<file path="config.mk">
export PLATFORM = sky130hd
export DESIGN_NAME = nic_rx_ring_walker_unit
export DESIGN_NICKNAME = d
export VERILOG_FILES = /design/src/rtl/nrrw_pkg.sv /design/src/rtl/nrrw_fifo.sv /design/src/rtl/nrrw_front.sv /design/src/rtl/nrrw_back.sv /design/src/rtl/nic_rx_ring_walker_unit.sv
export SDC_FILE = /design/constraint.sdc
export NUM_CORES = 1
export LEC_CHECK = 0
export BUFFER_PORTS_ARGS = -buffer_cell sky130_fd_sc_hd__buf_4
export CAP_MARGIN = 30
export CORE_MARGIN = 2
export CORE_UTILIZATION = 54
export DETAILED_ROUTE_END_ITERATION = 8
export GPL_ROUTABILITY_DRIVEN = 0
export PLACE_DENSITY = 0.74
export RECOVER_POWER = 100
export SYNTH_ARGS = -nofsm -noshare
export SYNTH_HDL_FRONTEND = slang
export SYNTH_SLANG_ARGS = --single-unit
export TNS_END_PERCENT = 10
</file>
<file path="constraint.sdc">
create_clock -name clk -period 6.1 [get_ports clk]
set_input_delay 1.83 -clock clk [delete_from_list [all_inputs] [get_ports clk]]
set_output_delay 1.83 -clock clk [all_outputs]
set_load 0.05 [all_outputs]
</file>
<file path="src/rtl/nrrw_pkg.sv">
package nrrw_pkg;

  localparam int unsigned RING_BYTES_DEF   = 16384;
  localparam int unsigned WINDOW_BYTES_DEF = 16400;
  localparam int unsigned QUEUE_DEPTH_DEF  = 2;

  localparam logic [10:0] MAX_FRAME_RST = 11'd1514;
  localparam logic [15:0] CRC_BYTES     = 16'd4;
  localparam logic [16:0] HDR_BYTES     = 17'd4;
  localparam logic [15:0] CAPR_BIAS     = 16'd16;

  localparam logic [1:0] VERDICT_GOOD    = 2'd0;
  localparam logic [1:0] VERDICT_FLAGS   = 2'd1;
  localparam logic [1:0] VERDICT_LEN_ERR = 2'd2;

  // header after classification, handed from front to back
  typedef struct packed {
    logic [1:0]  verdict;
    logic [15:0] stored_len;
    logic [10:0] payload_len;
  } class_t;

  typedef struct packed {
    logic [1:0]  verdict;
    logic [10:0] payload_len;
    logic [14:0] payload_start;
    logic [10:0] first_count;
    logic [10:0] second_count;
    logic        capr_write;
    logic [15:0] capr_value;
    logic [14:0] next_offset;
  } result_t;

endpackage

</file>
<file path="src/rtl/nrrw_fifo.sv">
module nrrw_fifo #(
  parameter int unsigned WIDTH = 8,
  parameter int unsigned DEPTH = 2
) (
  input  logic             clk,
  input  logic             rst_n,
  input  logic             push,
  input  logic [WIDTH-1:0] wdata,
  output logic             full,
  input  logic             pop,
  output logic [WIDTH-1:0] rdata,
  output logic             empty
);

  localparam int unsigned AW = (DEPTH > 1) ? $clog2(DEPTH) : 1;
  localparam int unsigned CW = $clog2(DEPTH + 1);

  logic [WIDTH-1:0] mem [DEPTH];
  logic [AW-1:0]    wr_ptr_r, wr_ptr_nxt;
  logic [AW-1:0]    rd_ptr_r, rd_ptr_nxt;
  logic [CW-1:0]    count_r, count_nxt;
  logic             do_push, do_pop;

  assign full    = (count_r == CW'(DEPTH));
  assign empty   = (count_r == '0);
  assign do_push = push && !full;
  assign do_pop  = pop && !empty;
  assign rdata   = mem[rd_ptr_r];

  always_comb begin
    wr_ptr_nxt = wr_ptr_r;
    rd_ptr_nxt = rd_ptr_r;
    count_nxt  = count_r;
    if (do_push) begin
      wr_ptr_nxt = (wr_ptr_r == AW'(DEPTH - 1)) ? '0 : wr_ptr_r + AW'(1);
    end
    if (do_pop) begin
      rd_ptr_nxt = (rd_ptr_r == AW'(DEPTH - 1)) ? '0 : rd_ptr_r + AW'(1);
    end
    if (do_push && !do_pop) begin
      count_nxt = count_r + CW'(1);
    end else if (do_pop && !do_push) begin
      count_nxt = count_r - CW'(1);
    end
  end

  always_ff @(posedge clk) begin
    if (!rst_n) begin
      wr_ptr_r <= '0;
      rd_ptr_r <= '0;
      count_r  <= '0;
    end else begin
      wr_ptr_r <= wr_ptr_nxt;
      rd_ptr_r <= rd_ptr_nxt;
      count_r  <= count_nxt;
    end
  end

  always_ff @(posedge clk) begin
    if (do_push) begin
      mem[wr_ptr_r] <= wdata;
    end
  end

endmodule

</file>
<file path="src/rtl/nrrw_front.sv">
module nrrw_front (
  input  logic                clk,
  input  logic                rst_n,
  input  logic                in_push,
  output logic                in_full,
  input  logic [4:0]          in_error_flags,
  input  logic [15:0]         in_stored_len,
  input  logic                cfg_valid,
  output logic                cfg_ready,
  input  logic [10:0]         cfg_data,
  input  logic                mid_full,
  output logic                mid_push,
  output nrrw_pkg::class_t    mid_item
);
  import nrrw_pkg::*;

  logic [10:0] max_frame_r;
  logic [15:0] pkt_len;
  logic        len_bad;

  assign cfg_ready = 1'b1;
  assign in_full   = mid_full;
  assign mid_push  = in_push && !mid_full;

  always_ff @(posedge clk) begin
    if (!rst_n) begin
      max_frame_r <= MAX_FRAME_RST;
    end else if (cfg_valid && cfg_ready) begin
      max_frame_r <= cfg_data;
    end
  end

  assign pkt_len = in_stored_len - CRC_BYTES;
  assign len_bad = (in_stored_len < CRC_BYTES) || (pkt_len >= {5'd0, max_frame_r});

  // flag errors take priority over length errors
  always_comb begin
    mid_item.stored_len  = in_stored_len;
    mid_item.payload_len = pkt_len[10:0];
    if (in_error_flags != 5'd0) begin
      mid_item.verdict = VERDICT_FLAGS;
    end else if (len_bad) begin
      mid_item.verdict = VERDICT_LEN_ERR;
    end else begin
      mid_item.verdict = VERDICT_GOOD;
    end
  end

endmodule

</file>
<file path="src/rtl/nrrw_back.sv">
module nrrw_back #(
  parameter int unsigned RING_BYTES   = nrrw_pkg::RING_BYTES_DEF,
  parameter int unsigned WINDOW_BYTES = nrrw_pkg::WINDOW_BYTES_DEF
) (
  input  logic                clk,
  input  logic                rst_n,
  input  logic                mid_empty,
  output logic                mid_pop,
  input  nrrw_pkg::class_t    mid_item,
  input  logic                res_full,
  output logic                res_push,
  output nrrw_pkg::result_t   res_item
);
  import nrrw_pkg::*;

  localparam logic [16:0] RingW = 17'(RING_BYTES);
  localparam logic [16:0] WinW  = 17'(WINDOW_BYTES);

  logic [14:0] read_offset_r, read_offset_nxt;
  logic [16:0] curr_ext, end_sum, lim, first_raw, adv, next_full;
  logic [10:0] first_cnt, second_cnt;
  logic [14:0] next_off;
  logic        good;

  assign mid_pop  = !mid_empty && !res_full;
  assign res_push = mid_pop;
  assign good     = (mid_item.verdict == VERDICT_GOOD);

  always_comb begin
    curr_ext  = {2'd0, read_offset_r};
    end_sum   = curr_ext + {1'b0, mid_item.stored_len};
    lim       = curr_ext + HDR_BYTES;
    first_raw = (lim >= WinW) ? 17'd0 : (WinW - lim);
    if (end_sum > WinW) begin
      first_cnt  = (first_raw > {6'd0, mid_item.payload_len}) ?
                   mid_item.payload_len : first_raw[10:0];
      second_cnt = mid_item.payload_len - first_cnt;
    end else begin
      first_cnt  = mid_item.payload_len;
      second_cnt = 11'd0;
    end
    adv       = (end_sum + HDR_BYTES + 17'd3) & ~17'd3;
    next_full = (adv > RingW) ? (adv - RingW) : adv;
    next_off  = next_full[14:0];
  end

  always_comb begin
    res_item = '0;
    res_item.verdict = mid_item.verdict;
    if (good) begin
      res_item.payload_len   = mid_item.payload_len;
      res_item.payload_start = read_offset_r + 15'(HDR_BYTES);
      res_item.first_count   = first_cnt;
      res_item.second_count  = second_cnt;
      res_item.capr_write    = 1'b1;
      res_item.capr_value    = {1'b0, next_off} - CAPR_BIAS;
      res_item.next_offset   = next_off;
    end
  end

  always_comb begin
    read_offset_nxt = read_offset_r;
    if (mid_pop) begin
      read_offset_nxt = good ? next_off : 15'd0;
    end
  end

  always_ff @(posedge clk) begin
    if (!rst_n) begin
      read_offset_r <= '0;
    end else begin
      read_offset_r <= read_offset_nxt;
    end
  end

endmodule

</file>
<file path="src/rtl/nic_rx_ring_walker_unit.sv">
// Receive-ring read-pointer walker. Each transaction on the in_ side is one
// packet header (error flags and stored length including CRC); each out_
// transaction is its verdict, payload length/start, window split counts, the
// new CAPR value and the next ring offset. An error resets the ring offset to
// zero and gives no CAPR write. One header is taken per clock while in_full
// is low: a front stage classifies the header against max_frame_len, a short
// queue decouples it from the back stage, which updates the single offset
// register, and a result queue holds outputs so that in_full only rises after
// both queues fill under out_pop backpressure. max_frame_len is written
// through cfg_data/cfg_valid (cfg_ready stays high); the user must write it
// only while no transaction is in flight, which the block does not enforce.
module nic_rx_ring_walker_unit #(
  parameter int unsigned RING_BYTES   = nrrw_pkg::RING_BYTES_DEF,
  parameter int unsigned WINDOW_BYTES = nrrw_pkg::WINDOW_BYTES_DEF,
  parameter int unsigned QUEUE_DEPTH  = nrrw_pkg::QUEUE_DEPTH_DEF
) (
  input  logic        clk,
  input  logic        rst_n,
  input  logic        in_push,
  output logic        in_full,
  input  logic [4:0]  in_error_flags,
  input  logic [15:0] in_stored_len,
  output logic        out_empty,
  input  logic        out_pop,
  output logic [1:0]  out_verdict,
  output logic [10:0] out_payload_len,
  output logic [14:0] out_payload_start,
  output logic [10:0] out_first_count,
  output logic [10:0] out_second_count,
  output logic        out_capr_write,
  output logic [15:0] out_capr_value,
  output logic [14:0] out_next_offset,
  input  logic        cfg_valid,
  output logic        cfg_ready,
  input  logic [10:0] cfg_data
);
  import nrrw_pkg::*;

  class_t  mid_wr, mid_rd;
  result_t res_wr, res_rd;
  logic    mid_push, mid_full, mid_pop, mid_empty;
  logic    res_push, res_full;

  nrrw_front u_front (
    .clk            (clk),
    .rst_n          (rst_n),
    .in_push        (in_push),
    .in_full        (in_full),
    .in_error_flags (in_error_flags),
    .in_stored_len  (in_stored_len),
    .cfg_valid      (cfg_valid),
    .cfg_ready      (cfg_ready),
    .cfg_data       (cfg_data),
    .mid_full       (mid_full),
    .mid_push       (mid_push),
    .mid_item       (mid_wr)
  );

  nrrw_fifo #(
    .WIDTH ($bits(class_t)),
    .DEPTH (QUEUE_DEPTH)
  ) u_mid_q (
    .clk   (clk),
    .rst_n (rst_n),
    .push  (mid_push),
    .wdata (mid_wr),
    .full  (mid_full),
    .pop   (mid_pop),
    .rdata (mid_rd),
    .empty (mid_empty)
  );

  nrrw_back #(
    .RING_BYTES   (RING_BYTES),
    .WINDOW_BYTES (WINDOW_BYTES)
  ) u_back (
    .clk       (clk),
    .rst_n     (rst_n),
    .mid_empty (mid_empty),
    .mid_pop   (mid_pop),
    .mid_item  (mid_rd),
    .res_full  (res_full),
    .res_push  (res_push),
    .res_item  (res_wr)
  );

  nrrw_fifo #(
    .WIDTH ($bits(result_t)),
    .DEPTH (QUEUE_DEPTH)
  ) u_res_q (
    .clk   (clk),
    .rst_n (rst_n),
    .push  (res_push),
    .wdata (res_wr),
    .full  (res_full),
    .pop   (out_pop),
    .rdata (res_rd),
    .empty (out_empty)
  );

  assign out_verdict       = res_rd.verdict;
  assign out_payload_len   = res_rd.payload_len;
  assign out_payload_start = res_rd.payload_start;
  assign out_first_count   = res_rd.first_count;
  assign out_second_count  = res_rd.second_count;
  assign out_capr_write    = res_rd.capr_write;
  assign out_capr_value    = res_rd.capr_value;
  assign out_next_offset   = res_rd.next_offset;

endmodule
</file>
==> results of run 1 <==
==> worst min-delay path by stage <==
| stage | end | from | slack [ps] |
|---|---|---|---|
| after floorplan | u_front.max_frame_r[1] | u_front.max_frame_r[1] | 460 |
| after global placement | u_front.max_frame_r[10] | u_front.max_frame_r[10] | 470 |
| after detailed placement | u_front.max_frame_r[5] | u_front.max_frame_r[5] | 490 |
| after CTS | u_front.max_frame_r[5] | u_front.max_frame_r[5] | 500 |
| after global routing | u_front.max_frame_r[3] | u_front.max_frame_r[3] | 530 |
| final | u_front.max_frame_r[1] | u_front.max_frame_r[1] | 500 |
==> placed cells by master, fill, tap and decap left out, types with 11 or more instances in the layout <==
master     Yosys  final
mux2i_1       13     12
nor2_1        96     96
o21ai_0       22     32
buf_4         10     44
a21oi_1       37     37
a21boi_0      11     12
clkbuf_16      0     26
nor2b_1       11     11
and3_1        12     12
a21o_1        12     12
nand3_1       13     13
and2_0         1     13
inv_1         39     39
ha_1          49     48
xor2_1        26     26
xnor2_1       35     35
dfxtp_1       34     32
mux2_2        96     83
edfxtp_1     202    202
clkbuf_1      32     78
nand2_1       68     68
clkbuf_2       0     25
nor3_1        19     19
mux2_1         0     13
==> tightest hold or removal path: cells and delay by family, from the launching register on <==
kind | cells | cell delay [ps]
buf+inv | 1 | 60
flops | 1 | 300
compound gates | 1 | 80
==> repair_timing <==
action / CTS / global route
endpoints found under the setup margin: 0 / 6
buffers inserted: 0 / 1
gates resized for setup: 0 / 10
hold endpoints to repair: 0 / 0
==> where the power goes <==
group | switching, mW | internal [mW]
sequential | 0.166 | 2.30
clock | 0.609 | 0.787
combinational | 2.26 | 0.912
==> registers in the layout, summed over array words and instances (netlist names), named ones only <==
| name | count |
|---|---|
| u_res_q.count_r | 2 |
| u_back.read_offset_r | 13 |
| u_mid_q.wr_ptr_r | 1 |
| u_res_q.wr_ptr_r | 1 |
| u_mid_q.mem | 54 |
| u_front.max_frame_r | 11 |
| u_mid_q.count_r | 2 |
| u_res_q.mem | 148 |
| u_res_q.rd_ptr_r | 1 |
| u_mid_q.rd_ptr_r | 1 |
==> metal layers <==
layer  wire, µm  part of all wire (%)
met1      12000                    45
met2      12500                    46
met3       1590                   5.9
met4        788                   2.9
met5          0                     0
==> cell usage after synthesis, types with 7 or more instances <==
library cell | instances | share of area, %
a21oi_1 | 37 | 1.5
o21ai_0 | 22 | 0.89
nand4_1 | 9 | 0.45
dfxtp_1 | 34 | 5.5
and2_1 | 17 | 0.86
mux2i_1 | 13 | 1.0
nand2_1 | 68 | 2.1
xor2_1 | 26 | 1.8
nand2b_1 | 8 | 0.40
a21o_1 | 12 | 0.72
ha_1 | 49 | 4.9
edfxtp_1 | 202 | 49
xnor2_1 | 35 | 2.5
mux2_2 | 96 | 8.7
and3_1 | 12 | 0.60
o211ai_1 | 10 | 0.60
a21boi_0 | 11 | 0.66
buf_2 | 8 | 0.32
nor2b_1 | 11 | 0.55
nor2_1 | 96 | 2.9
a31oi_1 | 7 | 0.35
nand3_1 | 13 | 0.52
o21a_1 | 10 | 0.60
inv_1 | 39 | 1.2
clkbuf_1 | 32 | 0.97
buf_4 | 10 | 0.60
nor3_1 | 19 | 0.76
o21ai_1 | 14 | 0.56
or3_1 | 10 | 0.50
==> per-stage QoR <==
stage / area, µm² / power [mW]
after floorplan: 12500 / 5.00
after global placement: 13600 / 5.84
after detailed placement: 13600 / 5.89
after CTS: 14300 / 7.30
after global routing: 14000 / 7.38
final: 14000 / 7.03
==> cell type report <==
type	count	area, µm²
clock buffers	33	677
flip-flops and latches	236	6750
well taps	285	357
multi-input cells	711	5230
fillers	1858	8650
repair buffers	142	737
inverters	40	150
clock inverters	15	91.3
==> logic make-up after synthesis <==
family          after synthesis  share of synthesized area, %
xor+xnor                     63                          4.56
compound gates              183                          10.6
simple gates                298                          11.9
buf+inv                     101                          3.80
flops                       236                          54.3
other cells                   2                        0.0604
fa+ha+maj                    50                          5.09
mux                         109                          9.74
==> impl_results.md, run 1 <==
- Fin Clk Skew: between 15 and 20 ps
- Non-filler instance count after layout: 1462
- Biggest cell delay along the critical path: between 500 and 600 ps
- Post-place setup slack: roughly 190 ps
- Post-synth EDFFs: about 200
- Die height: 156 µm
- Layout cells sized above 1: a little under a fifth
- Wire length of the first global-routing pass: about 42000 µm
- Largest net degree at the start of global routing: 73
- Worst R2R Setup Slack: between 300 and 400 ps
- Routing usage on met1: about 30%
- GRT Max-Usage Layer: met2
- Worst Hold Depth: 2
- Layout area overhead: 12.5%
- GR Overflow Total: 0
- Placed cells: around 1.4k
- Final number of max-transition violations: about 270
- Mapped cell area: between 10000 and 15000 µm²
- TritonCTS clock tree: done
- Post-DP HPWL: between 15000 and 20000 µm
- H-tree depth: 1
- PnR worst setup slack: 318 ps
- Crit Path Class: register to register
- Root Driver: clkbuf_16
- Final design utilization: 61.8%
- Cell family with the largest share of critical-path delay: compound AO/OA/AOI/OAI gates
- Final Net Count: 1244
- CP endpoint kind: register
- Setup_tns: 0 ps
- Number of max-cap violations: 6
- Syn Area/Cell: between 10 and 15 µm²
- Clk buf depth: 3
- Status: finished, violations left
- Hold Crit Class: register to register
- Failing checks: capacitance limit, slew limit
- Library cells used by synthesis: 94
- GR Util met2: between 30% and 40%
- CTS Buf Count: 26
- Fin. Hold Viols: 0
- Cells after Synth: 1042
- Worst Path Required: approximately 6400 ps
- Final Hold Slack: ~500 ps
- Clock slew at reported path FFs: approximately 60 ps
- Initial antenna violation count: 0
- PwrDens: approximately 500 nW/µm²
- GRT Overall Usage: between 20% and 30%
- Vias in the first global route: roughly 8.0k
- Setup crit start: u_back.read_offset_r[3]
- Register-to-Register Path Depth: 26
- Type of origin of the critical path: register
- Period utilization: 94.8%
- Crit path capture: u_res_q.mem[0][42]
- Asr flop ratio synth: 0%
- Measured slew at the worst slew-check pin: between 4000 and 5000 ps
- Crit path depth: 26
- Max-slew headroom: -170%
- Num ports: ~120
- Crit Path Max Fanout: 11
- Drt drc: 0
- Ys Warns: 0
- DRT Pass-1 Iters: 5
- Antenna Nets Post-Route: 0
- # rows: 55
- Die ar.: 24300 µm²
- Core area: between 20000 and 25000 µm²
- Wire per inst: between 15 and 20 µm
- Later-pin clock latency in the skew report: approximately 530 ps
- CTS Sinks: around 240
- Slowest-stage cell, CP: or4_1
- Initial Utilization: a little over half
- DR iter-0 viols: slightly above 700
- Via density: slightly below 6
- Minimum clock period: 5780 ps
- Top FF cell, synth: edfxtp_1
- VDD IR max: roughly 0.38 mV
- Final setup vio count: 0
- Port bufs: 114
- Vias: ~8.5k
- Most frequent CP cell: o21ai_0
- Buffers & Inverters on Critical Path: 2
- Antenna diode count: 0
- Worst r2r src: u_back.read_offset_r[3]
- Crit path DAT: a little over 6000 ps
- Fmax: about 170 MHz
- Die width: between 150 and 200 µm
- Hold-fix buffers, CTS: 0
- RR Endpoint: u_res_q.mem[0][42]
- Fraction of the yosys area taken by sequential cells: between 50 and 60%
- Leak: between 5 and 6 nW
- Post-Route WL: 26800 µm
- Synth Register Bits: between 200 and 250
- Met3 GRT Util: around 2.9%
No activity file was read; power rests on OpenSTA's default activity.
==> run 2: changes to the inputs <==
--- a/config.mk
+++ b/config.mk
@@ -8,11 +8,12 @@
 export BUFFER_PORTS_ARGS = -buffer_cell sky130_fd_sc_hd__buf_4
 export CAP_MARGIN = 30
 export CORE_MARGIN = 2
-export CORE_UTILIZATION = 54
+export CORE_UTILIZATION = 50
 export DETAILED_ROUTE_END_ITERATION = 8
 export GPL_ROUTABILITY_DRIVEN = 0
-export PLACE_DENSITY = 0.74
+export PLACE_DENSITY = 0.69
 export RECOVER_POWER = 100
+export SETUP_SLACK_MARGIN = 0.02
 export SYNTH_ARGS = -nofsm -noshare
 export SYNTH_HDL_FRONTEND = slang
 export SYNTH_SLANG_ARGS = --single-unit
==> impl_results.md, run 2 (synthesis gave the netlist of run 1 again) <==
- Status: finished, violations left
- Failing checks: capacitance limit, slew limit
- Number of max-cap violations: 7 (+1)
- Period utilization: 94.8% (about the same)
- Worst Path Required: 4270 ps (-2110 ps)
- Non-filler instance count after layout: 1501 (+2.7%)
- H-tree depth: 1 (unchanged)
- Setup_tns: 0 ps (unchanged)
- Wire length of the first global-routing pass: 42100 µm (+1.2%)
- Max-slew headroom: -70.4% (+100 points)
- Placed cells: 1451 (+2.8%)
- Final setup vio count: 0 (unchanged)
- Top layer used by detailed routing: met4
- Hold Crit Class: register to register
- Net switching power figure: 3.06 mW (+0.62%)
- Antenna diode count: 0 (unchanged)
- Clock slew at reported path FFs: 60 ps (about the same)
- Initial antenna violation count: 0 (unchanged)
- Layout cells sized above 1: 19.7% (+1.2 points)
- Fin Clk Skew: 20.4 ps (+2.55 ps)
- Flop pwr share: 34.5% (-0.5 points)
- Logic pwr share: 46.0% (+0.9 points)
- DR iter-0 viols: 527 (-26%)
- Largest Register: u_res_q.mem
- Num ports: 122 (unchanged)
- CP endpoint kind: output pin
- DRT Pass-1 Iters: 7 (+2)
- VDD IR max: 0.312 mV (-17%)
- Antenna Nets Post-Route: 0 (unchanged)
- Type of origin of the critical path: register
- Final number of max-transition violations: 278 (+4.5%)
- Clock power frac: 19.5% (-0.4 points)
- GRT Overall Usage: 20.1% (-1.6 points)
- Total power: 7.09 mW (+0.85%)
- Via density: 5.58 (-3.8%)
- Layout area overhead: 14.0%
- Switching share of total power: 43.1% (-0.10 points)
- Hold-fix buffers, CTS: 0 (unchanged)
- Wire per inst: 17.9 µm (-2.6%)
- PwrDens: 500 nW/µm² (-0.46%)
- Final Net Count: 1246 (+0.16%)
- Crit Path Class: register to output pin
- CTS Sinks: 236 (unchanged)
- Largest regs: u_res_q.mem: 148 flops, u_mid_q.mem: 54 flops, u_back.read_offset_r: 13 flops
- Worst R2R Setup Slack: 380 ps (+60 ps)
- Die width: 162 µm (+3.8%)
- Most frequent cells in the layout: edfxtp_1, nor2_1, mux2_2, clkbuf_1, nand2_1
- Measured slew at the worst slew-check pin: 2560 ps (-1500 ps)
- Core area: 24400 µm² (+7.7%)
- Vias in the first global route: 7914 (-1.4%)
- Worst r2r src: u_back.read_offset_r[3]
- Drt drc: 0 (unchanged)
- Fmax: 173 MHz (about the same)
- Later-pin clock latency in the skew report: 540 ps (about the same)
- Post-DP HPWL: 18800 µm (-1.2%)
- Minimum clock period: 5780 ps (-1.05 ps)
- Post-Route WL: 26800 µm (about the same)
- DR WL met2: 12400 µm (-0.40%)
- Die height: 162 µm (+3.8%)
- CTS Buf Count: 25 (-3.8%)
- Register-to-Register Path Depth: 26 (unchanged)
- Port bufs: 114 (unchanged)
- RR Endpoint: u_res_q.mem[1][42]
- WL met3: 1710 µm (+7.6%)
- # rows: 57 (+3.6%)
- Leak: 5.20 nW (+0.70%)
- Largest net degree at the start of global routing: 54 (-26%)
- Max FFs per register: 148 (unchanged)
- DRT met1 WL: 12200 µm (+1.9%)
- PnR worst setup slack: 319 ps (+1.05 ps)
- Crit Path Max Fanout: 53 (+42)
- Crit path DAT: 3950 ps (-2110 ps)
- TritonCTS clock tree: done
- Post-place setup slack: 14.2 ps (-178 ps)
- Vias: 8383 (-1.3%)
- Clk buf depth: 3 (unchanged)
- Most common cell after layout, fill and taps aside: edfxtp_1
- Initial Utilization: 51.0% (-3.9 points)
- Root Driver: clkbuf_16
- Fin. Hold Viols: 0 (unchanged)
- Int Power: 4.04 mW (+1.0%)
- Crit path capture: out_capr_value[5]
- Die ar.: 26100 µm² (+7.8%)
- Filler cell count: 2079 (+12%)
- GR Overflow Total: 0 (unchanged)
## run 2: changes by cell type in the layout (fill, tap and decap cells not counted), sizes merged
cell / delta
buf: +19
clkbuf: -16
clkinv: -4
inv: +1
## run 2: power groups by stage
stage / combinational (mW) / clock [mW] / sequential [mW]
after floorplan: 2.61 / 0 / 2.39
after global placement: 3.42 / 0 / 2.45
after detailed placement: 3.46 / 0 / 2.46
after CTS: 3.48 / 1.41 / 2.43
after global routing: 3.47 / 1.47 / 2.50
final: 3.26 / 1.38 / 2.45
## run 2: critical path, cell delays in order, from the launching register on
cell	delay, ps
dfxtp_1	2010
clkbuf_2	740
mux2_2	410
clkbuf_4	210
## run 2: how the worst min path moves through the flow
| stage | from | to | cells after the start |
|---|---|---|---|
| floorplan | u_front.max_frame_r[1] | u_front.max_frame_r[1] | 2 |
| global placement | u_front.max_frame_r[10] | u_front.max_frame_r[10] | 2 |
| detailed placement | u_front.max_frame_r[10] | u_front.max_frame_r[10] | 2 |
| CTS | u_front.max_frame_r[10] | u_front.max_frame_r[10] | 2 |
| global route | u_front.max_frame_r[5] | u_front.max_frame_r[5] | 2 |
| finish | u_front.max_frame_r[10] | u_front.max_frame_r[10] | 2 |
## run 2: routing by layer
metal / global-route usage [%] / vias up
li1: - / 4070
met1: 28.6 / 4000
met2: 32.6 / 273
met3: 3.35 / 40
met4: 4.83 / 0
met5: 0 / -
## run 2: final cells by class
cell class | instances | area (µm²) | area share [%]
clock buffers | 33 | 666 | 4.70
clock inverters | 12 | 77.6 | 0.547
inverters | 40 | 150 | 1.06
multi-input cells | 711 | 5300 | 37.4
flip-flops and latches | 236 | 6750 | 47.6
well taps | 324 | 405 | 2.86
repair buffers | 145 | 827 | 5.83
## run 2: timing repair
action / 4_1_cts / 5_1_grt
gates resized for setup: 1 / 23
setup endpoints to repair: 2 / 8
pin swaps: 0 / 3
setup buffers: 0 / 5
## run 2: metrics by stage
| stage | instance area, µm² | hold WS, ps | utilization (%) |
|---|---|---|---|
| 2_1_floorplan | 12500 | 459 | - |
| 3_3_place_gp | 13600 | 476 | 55.7 |
| 3_5_place_dp | 13600 | 483 | 55.9 |
| 4_1_cts | 14400 | 493 | 58.9 |
| 5_1_grt | 14200 | 527 | 58.1 |
| 6_report | 14200 | 489 | 58.1 |
